[src/rtl/sdlm_pkg.sv]
// Shared constants, types and the log2 fraction table of the stereo level meter.
`default_nettype none

package sdlm_pkg;

  localparam int SampleBits   = 16;
  localparam int LogTableBits = 6;
  localparam int TableSize    = 2 ** LogTableBits;
  localparam int FracBits     = 16;
  localparam int LevelBits    = 17;
  localparam int HoldBits     = 8;
  localparam int CfgIdxBits   = 2;
  localparam int CfgDataBits  = 17;

  // Magnitude of a smoothing numerator and the divide-by-three reciprocal.
  localparam int MagBits   = SampleBits + 1;
  localparam int Div3Shift = SampleBits + 1;
  localparam logic [SampleBits-1:0] Div3Mul =
    SampleBits'(((64'd1 << Div3Shift) + 64'd2) / 64'd3);

  // Deficit below full scale in log2 units, Q16.
  localparam int LzBits  = $clog2(SampleBits);
  localparam int DefBits = LzBits + FracBits;

  // 20*log10(2)/60 in Q32 (65536 * 65536 scale), and the product that uses it.
  localparam int ScaleBits = 29;
  localparam logic [ScaleBits-1:0] DbScale = ScaleBits'(430971329);
  localparam int ProdBits  = DefBits + ScaleBits;
  localparam int DeltaBits = ProdBits + 1 - 32;
  localparam logic [ProdBits:0] RoundHalf = (ProdBits + 1)'(64'd1 << 31);

  localparam logic [LevelBits-1:0] LevelFull = LevelBits'(65536);

  localparam logic                 SmoothingRst = 1'b0;
  localparam logic [HoldBits-1:0]  ClipHoldRst  = HoldBits'(32);
  localparam logic [LevelBits-1:0] ClipLevelRst = LevelBits'(64881);
  localparam logic [LevelBits-1:0] FloorLvlRst  = LevelBits'(3277);

  typedef enum logic [CfgIdxBits-1:0] {
    CfgSmoothing  = 2'd0,
    CfgClipHold   = 2'd1,
    CfgClipLevel  = 2'd2,
    CfgFloorLevel = 2'd3
  } cfg_idx_e;

  typedef struct packed {
    logic               zero;
    logic [DefBits-1:0] deficit;
  } defc_t;

  typedef logic [TableSize-1:0][FracBits-1:0] frac_rom_t;

  // Entry i is log2(1 + i/TableSize) in Q0.16, by repeated squaring in Q2.30.
  function automatic frac_rom_t build_frac_rom();
    frac_rom_t   rom;
    logic [63:0] x;
    rom = '0;
    for (int i = 0; i < TableSize; i++) begin
      x = (64'(TableSize) + 64'(i)) << (30 - LogTableBits);
      for (int b = FracBits - 1; b >= 0; b--) begin
        x = (x * x) >> 30;
        if (x >= (64'd1 << 31)) begin
          rom[i][b] = 1'b1;
          x = x >> 1;
        end
      end
    end
    return rom;
  endfunction

  localparam frac_rom_t FracRom = build_frac_rom();

endpackage

`default_nettype wire

[src/rtl/sdlm_deficit.sv]
// Log2 deficit of one smoothed sample below full scale: leading-one search plus fraction table.
`default_nettype none

module sdlm_deficit
  import sdlm_pkg::*;
(
  input  logic signed [SampleBits-1:0] smooth_i,
  output defc_t                        defc_o
);

  logic [SampleBits-1:0]   mag;
  logic [LzBits-1:0]       lz;
  logic [SampleBits-1:0]   norm;
  logic [LogTableBits-1:0] idx;

  // Negative full scale folds to 2^(SampleBits-1) as an unsigned value.
  assign mag = smooth_i[SampleBits-1] ? SampleBits'(-smooth_i) : SampleBits'(smooth_i);

  always_comb begin
    lz = '0;
    for (int k = 0; k < SampleBits; k++) begin
      if (mag[k]) begin
        lz = LzBits'(SampleBits - 1 - k);
      end
    end
  end

  // Left-align the leading one; the bits below it index the table, zero-filled.
  assign norm = mag << lz;
  assign idx  = norm[SampleBits-2 -: LogTableBits];

  assign defc_o.zero    = (mag == '0);
  assign defc_o.deficit = {lz, FracBits'(0)} - DefBits'(FracRom[idx]);

endmodule

`default_nettype wire

[src/rtl/stereo_dbfs_level_meter.sv]
// Throughput: one stereo pair per clock unless out_stall_i backs up the pipeline; the
// smoothing loop closes through one divide-by-three reciprocal multiply into the
// smoothed-sample registers.
// Stages: smooth, log2 deficit, dB scaling multiply, level/flags/hold output register.
// Reset: asynchronous, active low; config registers go to their defaults, smoothed
// samples and the hold counter to zero, and the pipeline empties.
`default_nettype none

module stereo_dbfs_level_meter
  import sdlm_pkg::*;
(
  input  logic                          clk_i,
  input  logic                          rst_ni,

  input  logic                          in_valid_i,
  output logic                          in_stall_o,
  input  logic signed [SampleBits-1:0]  sample_left_i,
  input  logic signed [SampleBits-1:0]  sample_right_i,

  output logic                          out_valid_o,
  input  logic                          out_stall_i,
  output logic [LevelBits-1:0]          level_left_o,
  output logic [LevelBits-1:0]          level_right_o,
  output logic                          clip_left_o,
  output logic                          clip_right_o,
  output logic                          bar_left_o,
  output logic                          bar_right_o,
  output logic                          clip_hold_active_o,

  input  logic                          cfg_we_i,
  input  logic [CfgIdxBits-1:0]         cfg_idx_i,
  input  logic [CfgDataBits-1:0]        cfg_data_i
);

  // (old + x) / 2 or (2*old + x) / 3, truncated toward zero.
  function automatic logic signed [SampleBits-1:0] smooth_next(
    input logic signed [SampleBits-1:0] old,
    input logic signed [SampleBits-1:0] x,
    input logic                         sm
  );
    logic signed [SampleBits+1:0]   old_w;
    logic signed [SampleBits+1:0]   x_w;
    logic signed [SampleBits+1:0]   num;
    logic [MagBits-1:0]             mag;
    logic [MagBits+SampleBits-1:0]  prod;
    logic [MagBits-1:0]             quo;
    old_w = (SampleBits + 2)'(old);
    x_w   = (SampleBits + 2)'(x);
    num   = sm ? (old_w + old_w + x_w) : (old_w + x_w);
    mag   = num[SampleBits+1] ? MagBits'(-num) : MagBits'(num);
    prod  = (MagBits + SampleBits)'(mag) * (MagBits + SampleBits)'(Div3Mul);
    quo   = sm ? MagBits'(prod >> Div3Shift) : (mag >> 1);
    return num[SampleBits+1] ? SampleBits'(-quo) : SampleBits'(quo);
  endfunction

  // Round the scaled deficit, subtract from full scale, floor at zero.
  function automatic logic [LevelBits-1:0] level_of(
    input logic [ProdBits-1:0] prod,
    input logic                zero
  );
    logic [ProdBits:0]    sum;
    logic [DeltaBits-1:0] delta;
    sum   = (ProdBits + 1)'(prod) + RoundHalf;
    delta = sum[ProdBits:32];
    if (zero || delta >= DeltaBits'(LevelFull)) begin
      return '0;
    end
    return LevelBits'(DeltaBits'(LevelFull) - delta);
  endfunction

  // Configuration registers
  logic                 smoothing_q;
  logic [HoldBits-1:0]  clip_hold_q;
  logic [LevelBits-1:0] clip_level_q;
  logic [LevelBits-1:0] floor_level_q;

  always_ff @(posedge clk_i or negedge rst_ni) begin
    if (!rst_ni) begin
      smoothing_q   <= SmoothingRst;
      clip_hold_q   <= ClipHoldRst;
      clip_level_q  <= ClipLevelRst;
      floor_level_q <= FloorLvlRst;
    end else if (cfg_we_i) begin
      case (cfg_idx_i)
        CfgSmoothing:  smoothing_q   <= cfg_data_i[0];
        CfgClipHold:   clip_hold_q   <= cfg_data_i[HoldBits-1:0];
        CfgClipLevel:  clip_level_q  <= cfg_data_i[LevelBits-1:0];
        CfgFloorLevel: floor_level_q <= cfg_data_i[LevelBits-1:0];
        default: ;
      endcase
    end
  end

  // Pipeline flow control: a stage advances when it is empty or the next one advances.
  logic v1_q, v2_q, v3_q, out_valid_q;
  logic ready1, ready2, ready3, ready4;
  logic accept, load4;

  assign ready4     = !out_valid_q || !out_stall_i;
  assign ready3     = !v3_q || ready4;
  assign ready2     = !v2_q || ready3;
  assign ready1     = !v1_q || ready2;
  assign in_stall_o = !ready1;
  assign accept     = in_valid_i && ready1;
  assign load4      = v3_q && ready4;

  // Stage 1: smoothed samples, which are also the channel state.
  logic signed [SampleBits-1:0] smooth_l_q, smooth_r_q;
  logic signed [SampleBits-1:0] smooth_l_d, smooth_r_d;

  assign smooth_l_d = smooth_next(smooth_l_q, sample_left_i, smoothing_q);
  assign smooth_r_d = smooth_next(smooth_r_q, sample_right_i, smoothing_q);

  always_ff @(posedge clk_i or negedge rst_ni) begin
    if (!rst_ni) begin
      v1_q       <= 1'b0;
      smooth_l_q <= '0;
      smooth_r_q <= '0;
    end else begin
      if (ready1) begin
        v1_q <= in_valid_i;
      end
      if (accept) begin
        smooth_l_q <= smooth_l_d;
        smooth_r_q <= smooth_r_d;
      end
    end
  end

  // Stage 2: log2 deficit per channel.
  defc_t defc_l_d, defc_r_d;
  defc_t defc_l_q, defc_r_q;

  sdlm_deficit u_deficit_l (
    .smooth_i (smooth_l_q),
    .defc_o   (defc_l_d)
  );

  sdlm_deficit u_deficit_r (
    .smooth_i (smooth_r_q),
    .defc_o   (defc_r_d)
  );

  always_ff @(posedge clk_i or negedge rst_ni) begin
    if (!rst_ni) begin
      v2_q <= 1'b0;
    end else if (ready2) begin
      v2_q <= v1_q;
    end
  end

  always_ff @(posedge clk_i) begin
    if (ready2 && v1_q) begin
      defc_l_q <= defc_l_d;
      defc_r_q <= defc_r_d;
    end
  end

  // Stage 3: scale deficit to dB units of the level range.
  logic [ProdBits-1:0] prod_l_q, prod_r_q;
  logic                zero_l_q, zero_r_q;

  always_ff @(posedge clk_i or negedge rst_ni) begin
    if (!rst_ni) begin
      v3_q <= 1'b0;
    end else if (ready3) begin
      v3_q <= v2_q;
    end
  end

  always_ff @(posedge clk_i) begin
    if (ready3 && v2_q) begin
      prod_l_q <= ProdBits'(defc_l_q.deficit) * ProdBits'(DbScale);
      prod_r_q <= ProdBits'(defc_r_q.deficit) * ProdBits'(DbScale);
      zero_l_q <= defc_l_q.zero;
      zero_r_q <= defc_r_q.zero;
    end
  end

  // Stage 4: level, threshold flags and clip hold into the output register.
  logic [LevelBits-1:0] lvl_l_d, lvl_r_d;
  logic                 clip_l_d, clip_r_d;
  logic [HoldBits-1:0]  hold_q, hold_rl, hold_d;
  logic                 active_d;

  assign lvl_l_d  = level_of(prod_l_q, zero_l_q);
  assign lvl_r_d  = level_of(prod_r_q, zero_r_q);
  assign clip_l_d = lvl_l_d >= clip_level_q;
  assign clip_r_d = lvl_r_d >= clip_level_q;

  always_comb begin
    hold_rl  = (clip_l_d || clip_r_d) ? clip_hold_q : hold_q;
    active_d = hold_rl != '0;
    hold_d   = active_d ? hold_rl - HoldBits'(1) : hold_rl;
  end

  always_ff @(posedge clk_i or negedge rst_ni) begin
    if (!rst_ni) begin
      out_valid_q <= 1'b0;
      hold_q      <= '0;
    end else begin
      if (ready4) begin
        out_valid_q <= v3_q;
      end
      if (load4) begin
        hold_q <= hold_d;
      end
    end
  end

  always_ff @(posedge clk_i) begin
    if (load4) begin
      level_left_o       <= lvl_l_d;
      level_right_o      <= lvl_r_d;
      clip_left_o        <= clip_l_d;
      clip_right_o       <= clip_r_d;
      bar_left_o         <= lvl_l_d >= floor_level_q;
      bar_right_o        <= lvl_r_d >= floor_level_q;
      clip_hold_active_o <= active_d;
    end
  end

  assign out_valid_o = out_valid_q;

`ifndef SYNTHESIS
  a_level_range: assert property (@(posedge clk_i) disable iff (!rst_ni)
    out_valid_o |-> (level_left_o <= LevelFull) && (level_right_o <= LevelFull))
    else $error("level beyond full scale");

  a_stage3_hold: assert property (@(posedge clk_i) disable iff (!rst_ni)
    v3_q && !ready4 |=> v3_q)
    else $error("scaling stage dropped a beat while blocked");

  a_hold_idle: assert property (@(posedge clk_i) disable iff (!rst_ni)
    load4 && !clip_l_d && !clip_r_d && (hold_q == '0) |=> !clip_hold_active_o)
    else $error("clip hold raised without clip or pending count");

  a_hold_reload: assert property (@(posedge clk_i) disable iff (!rst_ni)
    load4 && (clip_l_d || clip_r_d) && (clip_hold_q != '0)
    |=> clip_hold_active_o && (hold_q == HoldBits'($past(clip_hold_q) - HoldBits'(1))))
    else $error("clip hold counter not reloaded on clip");
`endif

endmodule

`default_nettype wire
[config.mk]
export PLATFORM = sky130hd
export DESIGN_NAME = stereo_dbfs_level_meter
export DESIGN_NICKNAME = d
export VERILOG_FILES = /design/src/rtl/sdlm_pkg.sv /design/src/rtl/sdlm_deficit.sv /design/src/rtl/stereo_dbfs_level_meter.sv
export SDC_FILE = /design/constraint.sdc
export NUM_CORES = 2
export LEC_CHECK = 0
export ABC_CLOCK_PERIOD_IN_PS = 14800
export BUFFER_PORTS_ARGS = -buffer_cell sky130_fd_sc_hd__buf_2
export CORE_ASPECT_RATIO = 0.7
export CORE_MARGIN = 1.5
export CORE_UTILIZATION = 60
export DETAILED_ROUTE_END_ITERATION = 7
export PLACE_DENSITY = 0.78
export SETUP_SLACK_MARGIN = 0.05
export SLEW_MARGIN = 10
export SYNTH_ARGS = -nofsm -noshare
export SYNTH_HDL_FRONTEND = slang
export SYNTH_SLANG_ARGS = --single-unit
[constraint.sdc]
create_clock -name clk_i -period 14.8 [get_ports clk_i]
set_clock_uncertainty 0.15 [all_clocks]
set_input_delay 2.96 -clock clk_i [delete_from_list [all_inputs] [get_ports clk_i]]
set_output_delay 2.96 -clock clk_i [all_outputs]
set_load 0.005 [all_outputs]
# --- Word-level counts from Yosys, hierarchy flattened ---
# Memories as Yosys holds them, arrays and structs flattened.
# Cells that the tools add are included.
op_classes:
  n_eq_ne: 3
  reduce_logical: 25
  multipliers: 4
  shifts: 2
  magnitude_cmp: 8
  addsub: 19
  n_mux: 52
op_table:
  columns: ["op", "n"]
  rows:
  - ["16-bit 2-to-1 mux", 8]
  - ["4-bit 2-to-1 mux", 32]
  - ["17-bit 2-to-1 mux", 6]
  - ["49-bit by 32-bit adder with 50-bit output (second input constant)", 2]
  - ["20-bit by 29-bit multiplier with 49-bit output (second input constant)", 2]
  - ["16-bit by 16-bit adder with 17-bit output", 4]
  - ["17-bit greater-or-equal comparator", 4]
  - ["17-bit by 16-bit multiplier with 33-bit output (second input constant)", 2]
  - ["16-bit negator", 4]
  - ["20-bit by 16-bit subtractor with 20-bit output", 2]
  - ["17-bit by 16-bit adder with 18-bit output", 2]
  - ["18-bit by 17-bit greater-or-equal comparator with 1-bit output (second input constant)", 2]
  - ["18-bit 2-to-1 mux", 2]
  - ["17-bit negator", 2]
  - ["17-bit subtractor (first input constant)", 2]
  - ["16-bit logical NOT", 2]
  - ["16-bit by 4-bit << shifter with 15-bit output", 2]
  - ["8-bit 2-to-1 mux", 2]
  - ["6-bit by 7-bit < comparator with 1-bit output (second input constant)", 2]
  - ["2-bit AND reduction", 4]
  - ["8-bit nonzero test", 1]
  - ["8-bit by 1-bit subtractor with 8-bit output (second input constant)", 1]
  - ["1-bit logical OR", 7]
  - ["1-bit logical NOT", 6]
  - ["other kinds (5)", 10]
word_totals:
  elab_cells: 141
  reg_bits: 268
  n_memories: 2
  rom_bits: 2048
  inputBits: 56
mem_list:
  columns: ["memory", "depth", "width", "rd", "rd_clocked_by_memory_dff", "write_ports", "line_no", "rtl"]
  rows:
  - ["(name not given)", 64, 16, 1, 0, 0, "sdlm_deficit.sv:33", "assign defc_o.deficit = {lz, FracBits'(0)} - DefBits'(FracRom[idx]);"]
  - ["(name not given)", 64, 16, 1, 0, 0, "sdlm_deficit.sv:33", null]

# --- Depth between registers and ports, before layout ---
logic_depth:
  depth_word: 22
  ltp_mapped: 47
  mapped_depth_nobuf: 46

# --- Hierarchy ---
# A second synthesis with hierarchy kept.
unflattened:
  cells_unflattened: 5393
  area_unflattened_um2: 48444.0
modules_own_cells:
  columns: ["module", "n_inst", "cells_per_inst", "area_per_inst_um2", "seq_area_each_um2"]
  rows:
  - ["stereo_dbfs_level_meter", 1, 4286, 40958.0, 5774.3]
  - ["sdlm_deficit (u_deficit_l)", 1, 552, 3748.6, 0.0]
  - ["sdlm_deficit (u_deficit_r)", 1, 555, 3737.3, 0.0]

# --- Worst setup path before layout ---
# Ideal clock, no wire load.
synth_timing:
  kind: "input to register"
  startpoint: "input port sample_right_i[0]"
  endpoint: "register smooth_r_q[14]"
  slack_ns: 2.384
  required_ns: 14.525
  arrival_time_ns: 12.142
  setup_time_ns: 0.125
  path_stages: 40
  path_cell_list: "ha_1 -> inv_1 -> fa_1 -> nor2b_1 -> o21ai_0 -> a21boi_0 -> o211ai_1 -> a31oi_1 -> a2111o_1 -> o21ai_0 -> or2_2 -> clkbuf_1 -> nand2_1 -> xor2_1 -> inv_1 -> ha_1 -> inv_1 -> fa_1 -> [4 not listed] -> inv_1 -> fa_1 -> inv_1 -> ha_1 -> clkbuf_1 -> nand2_1 -> nor3_1 -> and3_1 -> or3b_2 -> nand2b_1 -> o22ai_1 -> o31ai_1 -> xor2_1 -> mux2_2 -> nor4b_1 -> a31oi_1 -> xnor2_1 -> mux2_2"
synth_between:
  elab_chain_len: 8
  elab_cells_between_ends: 9
synth_lines:
  columns: ["item", "line_no", "rtl"]
  rows:
  - ["start, declared", "stereo_dbfs_level_meter.sv:18", "input logic signed [SampleBits-1:0] sample_right_i,"]
  - ["17-bit by 16-bit adder with 18-bit output or 16-bit by 16-bit adder with 17-bit output (tied branches)", "stereo_dbfs_level_meter.sv:49", "num = sm ? (old_w + old_w + x_w) : (old_w + x_w);"]
  - ["18-bit 2-to-1 mux *", "stereo_dbfs_level_meter.sv:49", null]
  - ["17-bit negator", "stereo_dbfs_level_meter.sv:50", "mag = num[SampleBits+1] ? MagBits'(-num) : MagBits'(num);"]
  - ["17-bit 2-to-1 mux", "stereo_dbfs_level_meter.sv:50", null]
  - ["17-bit by 16-bit multiplier with 33-bit output", "stereo_dbfs_level_meter.sv:51", "prod = (MagBits + SampleBits)'(mag) * (MagBits + SampleBits)'(Div3Mul);"]
  - ["16-bit 2-to-1 mux", "stereo_dbfs_level_meter.sv:52", "quo = sm ? MagBits'(prod >> Div3Shift) : (mag >> 1);"]
  - ["16-bit negator", "stereo_dbfs_level_meter.sv:53", "return num[SampleBits+1] ? SampleBits'(-quo) : SampleBits'(quo);"]
  - ["16-bit 2-to-1 mux *", "stereo_dbfs_level_meter.sv:53", null]
  - ["end signal, assigned", "stereo_dbfs_level_meter.sv:125", "smooth_r_q <= smooth_r_d;"]
  - ["end, declared", "stereo_dbfs_level_meter.sv:108", "logic signed [SampleBits-1:0] smooth_l_q, smooth_r_q;"]
# Every way passes the cells marked *; elsewhere a longest branch is shown, timed or not.
# A chain may end at the register's enable or synchronous reset.

# --- Final worst setup path ---
# Same ends and word-level chain as after synthesis.

==> results by group <==
GRT
  – Global-route usage over all layers: 31.4%
  – Maximum number of pins on one net before global-route repair: 65
  – Global-route wire length before repair: 200000 microns
  – Met1 routing resource usage after global routing: 49.5%
  – Most congested layer reported by global routing: met1
  – Antenna violations before repair: 3
  – Via count of the first global-routing pass: 36100
  – GR Util met2: 44.8%
  – Grt total ovfl: 0
  – M3 GR Usage: 5.99%

Final layout
  – Post-Layout Cell Count: 6185
  – Commonest non-fill, non-tap cells in the layout: 906 x sky130_fd_sc_hd__inv_1, 905 x sky130_fd_sc_hd__ha_1, 450 x sky130_fd_sc_hd__fa_1, 246 x sky130_fd_sc_hd__nor2_1, 239 x sky130_fd_sc_hd__nand2_1
  – Footprint of the flip-flops and latches: 0.00578 sq mm
  – Synthesis-to-layout area growth: 5.03%
  – Most common cell after layout, fill and taps aside: sky130_fd_sc_hd__inv_1
  – Post-layout nets: 6532
  – Area of the multi-input gates: 0.0370 sq mm
  – Fraction of final layout cells with drive strength greater than 1: 7.30%
  – Fill count: 6421

Timing
  – Setup Viol. Count Final: 0
  – RSZ-0062 raised after global routing: no
  – Highest clock frequency the design can meet: 72.9 MHz
  – Minimum hold slack: 0.273 ns
  – Slew @ Worst Pin: 1.18 ns
  – Final WS setup: 1.08 ns
  – Max-slew violations: 0
  – Setup TNS: 0 ns
  – Fin crit share: 92.7%
  – Final hold violation count: 0
  – Worst max-slew margin expressed relative to the limit: 20.9%
  – Post-layout minimum cycle time: 13.72 ns

Synth
  – Prevailing post-synth register cell: sky130_fd_sc_hd__edfxtp_1
  – Synth Area in Compound Gates: 16.0%
  – Total of warnings raised by yosys: 0
  – Number of synthesized register bits: 206
  – Count of distinct cell types in the synthesized netlist: 125
  – Basic-gate share of the synthesized area counting and, or, nand and nor cells: 11.5%
  – Adder-cell share of the synthesized area: 43.5%
  – Number of enable flip-flop cells after synthesis: 119
  – Number of nets produced by synthesis: 6498
  – Cell type with the largest total area after synthesis: sky130_fd_sc_hd__ha_1
  – Portion of the post-synthesis area used by sequential elements: 12.3%
  – Fraction of synthesized cell area in xor and xnor cells: 5.57%
  – Post-synthesis average cell area: 9.19 sq um
  – Multiplexer share of the synthesized area: 2.49%
  – Area fraction of the dominant cell type after synthesis: 24.2%
  – Area of the mapped netlist: 0.0468 sq mm
  – Async SR Flop Fraction: 42.2%
  – Combinational family with the most area after synthesis: adder cells
  – Post-Synthesis Cells: 5087
  – Top post-synthesis cells by area: sky130_fd_sc_hd__ha_1 24%, sky130_fd_sc_hd__fa_1 19%, sky130_fd_sc_hd__edfxtp_1 7.6%

Die
  – Number of placed I/O pins: 97
  – Site Rows: 85
  – Floorplan die height: 237 microns
  – Core Footprint: 0.0770 sq mm
  – Initial Util: 60.7%
  – Horizontal die dimension: 337 microns
  – Die Outline Area: 0.0796 sq mm

Status
  – Status: finished clean

Clock network
  – Max H-tree Level: 1
  – Source-to-sink clock delay at the later pin of the worst-skew pair: 0.57 ns
  – Number of sinks handled by clock tree synthesis: 206
  – Number of buffers inserted during clock tree synthesis: 24
  – Maximum buffer depth of the clock tree: 3
  – Setup repair bufs after CTS: 0
  – Number of buffers inserted for hold repair after clock tree synthesis: 0
  – CTS Root Cell: sky130_fd_sc_hd__clkbuf_16
  – CTS tree: built
  – Gates resized, CTS repair: 0
  – Register clock-pin slew on the reported worst setup and hold paths: 0.06 ns

Critical path
  – Critical Path AT: 14.01 ns
  – Combined buffer and inverter count along the critical path: 7
  – Required time worst endpoint: 15.09 ns
  – CP Max Fanout: 14
  – Kind of start point of the critical path: input port
  – Critical path's largest stage delay: 0.59 ns
  – Most prevalent standard cell on the critical path: sky130_fd_sc_hd__inv_1
  – Kind of cell with the highest combined delay on the critical path: compound AO/OA/AOI/OAI gates
  – Worst-path cell with the longest stage delay: sky130_fd_sc_hd__xor2_1
  – Sort of element at the end of the critical path: register
  – Type of the worst setup path: in2reg

Routing
  – Total via count in the routed design: 37700
  – DRC violation count after routing: 0
  – Detailed Route Iter0 Violations: 3367
  – Count of TritonRoute iterations in the first routing pass: 6
  – Antenna-violating nets left: 0
  – Detail-routed via count per cell: 6.10
  – Sum of routed wire length over all layers: 125000 microns
  – Average wire per standard cell: 20.2 microns

Placement
  – Port Buf Inserts: 96
  – Post-DP HPWL: 104000 microns
  – Cell count after placement: 6139
  – Routability Congestion: 0.964
  – Pre-CTS setup slack: 0.740 ns

Job
  – Number of maximum-capacitance constraint violations: 0

Min path
  – Path category of the worst min-delay check: reg2reg
path summary, 6_finish.rpt:
kind                       cells after the start  slack [ns]             end               from
min reg2reg                                    0        0.27        zero_l_q       defc_l_q[20]
min                                            0        0.27        zero_l_q       defc_l_q[20]
min in group asynchronous                      1        2.20       hold_q[7]             rst_ni
max                                           42        1.08  smooth_r_q[14]  sample_right_i[0]
max reg2reg                                   38        2.76  smooth_r_q[14]      smooth_r_q[2]
max in group asynchronous                      2       11.04     smoothing_q             rst_ni
through the flow:
step,cell area [sq um],util (%)
after global routing,49100,63.8
after detailed placement,48300,62.7
final,49100,63.8
after CTS,49100,63.8
after global placement,48300,62.7
after floorplan,46800,-
layer usage:
| layer | routed length [microns] | vias to the layer above | share of wire [%] |
|---|---|---|---|
| li1 | - | 17800 | - |
| met1 | 59500 | 18200 | 48 |
| met2 | 51100 | 1575 | 41 |
| met3 | 12400 | 151 | 9.9 |
| met4 | 1860 | 0 | 1.5 |
| met5 | 0 | - | 0 |
final cells by class:
| class | count | share of cell area (%) |
|---|---|---|
| clock inverter | 16 | 0.453 |
| multi-input combinational | 3840 | 75.3 |
| clock buffer | 28 | 1.27 |
| inverter | 913 | 6.98 |
| sequential | 206 | 11.8 |
| tap | 1044 | 2.66 |
| antenna | 2 | 0.0102 |
| timing repair buffer | 136 | 1.59 |
Yosys cell counts (40+ instances only):
master and instances:
sky130_fd_sc_hd__a21oi_1 204, sky130_fd_sc_hd__o21ai_0 176, sky130_fd_sc_hd__fa_1 450, sky130_fd_sc_hd__xnor2_1 184, sky130_fd_sc_hd__edfxtp_1 119, sky130_fd_sc_hd__ha_1 905, sky130_fd_sc_hd__mux2_2 58, sky130_fd_sc_hd__mux2i_1 41
sky130_fd_sc_hd__clkbuf_1 59, sky130_fd_sc_hd__o21a_1 40, sky130_fd_sc_hd__a21o_1 100, sky130_fd_sc_hd__nand2_1 240, sky130_fd_sc_hd__buf_2 43, sky130_fd_sc_hd__a211oi_1 49, sky130_fd_sc_hd__inv_1 907, sky130_fd_sc_hd__nand2b_1 48
sky130_fd_sc_hd__a31oi_1 57, sky130_fd_sc_hd__nor2_1 246, sky130_fd_sc_hd__nand3_1 114, sky130_fd_sc_hd__nor3_1 94, sky130_fd_sc_hd__dfrtp_1 68, sky130_fd_sc_hd__xor2_1 106, sky130_fd_sc_hd__and3_1 44
sequential cells by signal, summed over array words and instances (netlist names), 8 cells and up:
name and cells:
smooth_l_q 16, prod_l_q 18, defc_l_q 21, level_left_o 17, smooth_r_q 16, floor_level_q 17, defc_r_q 21, level_right_o 17
clip_hold_q 8, hold_q 8, clip_level_q 17, prod_r_q 18
kinds of logic (layout without fill, tap and decap cells):
group                    after synthesis  after routing
buffers and inverters               1041           1093
AO/OA/AOI/OAI                       1039           1039
other                                  0              2
multiplexers                         105            105
XOR/XNOR                             294            294
adder cells (fa/ha/maj)             1355           1355
AND/OR/NAND/NOR                     1047           1047
flip-flops                           206            206
Power is left out: the tool's default activity adds up to more than one toggle a clock period on the data nets, which glitch-free logic cannot reach.
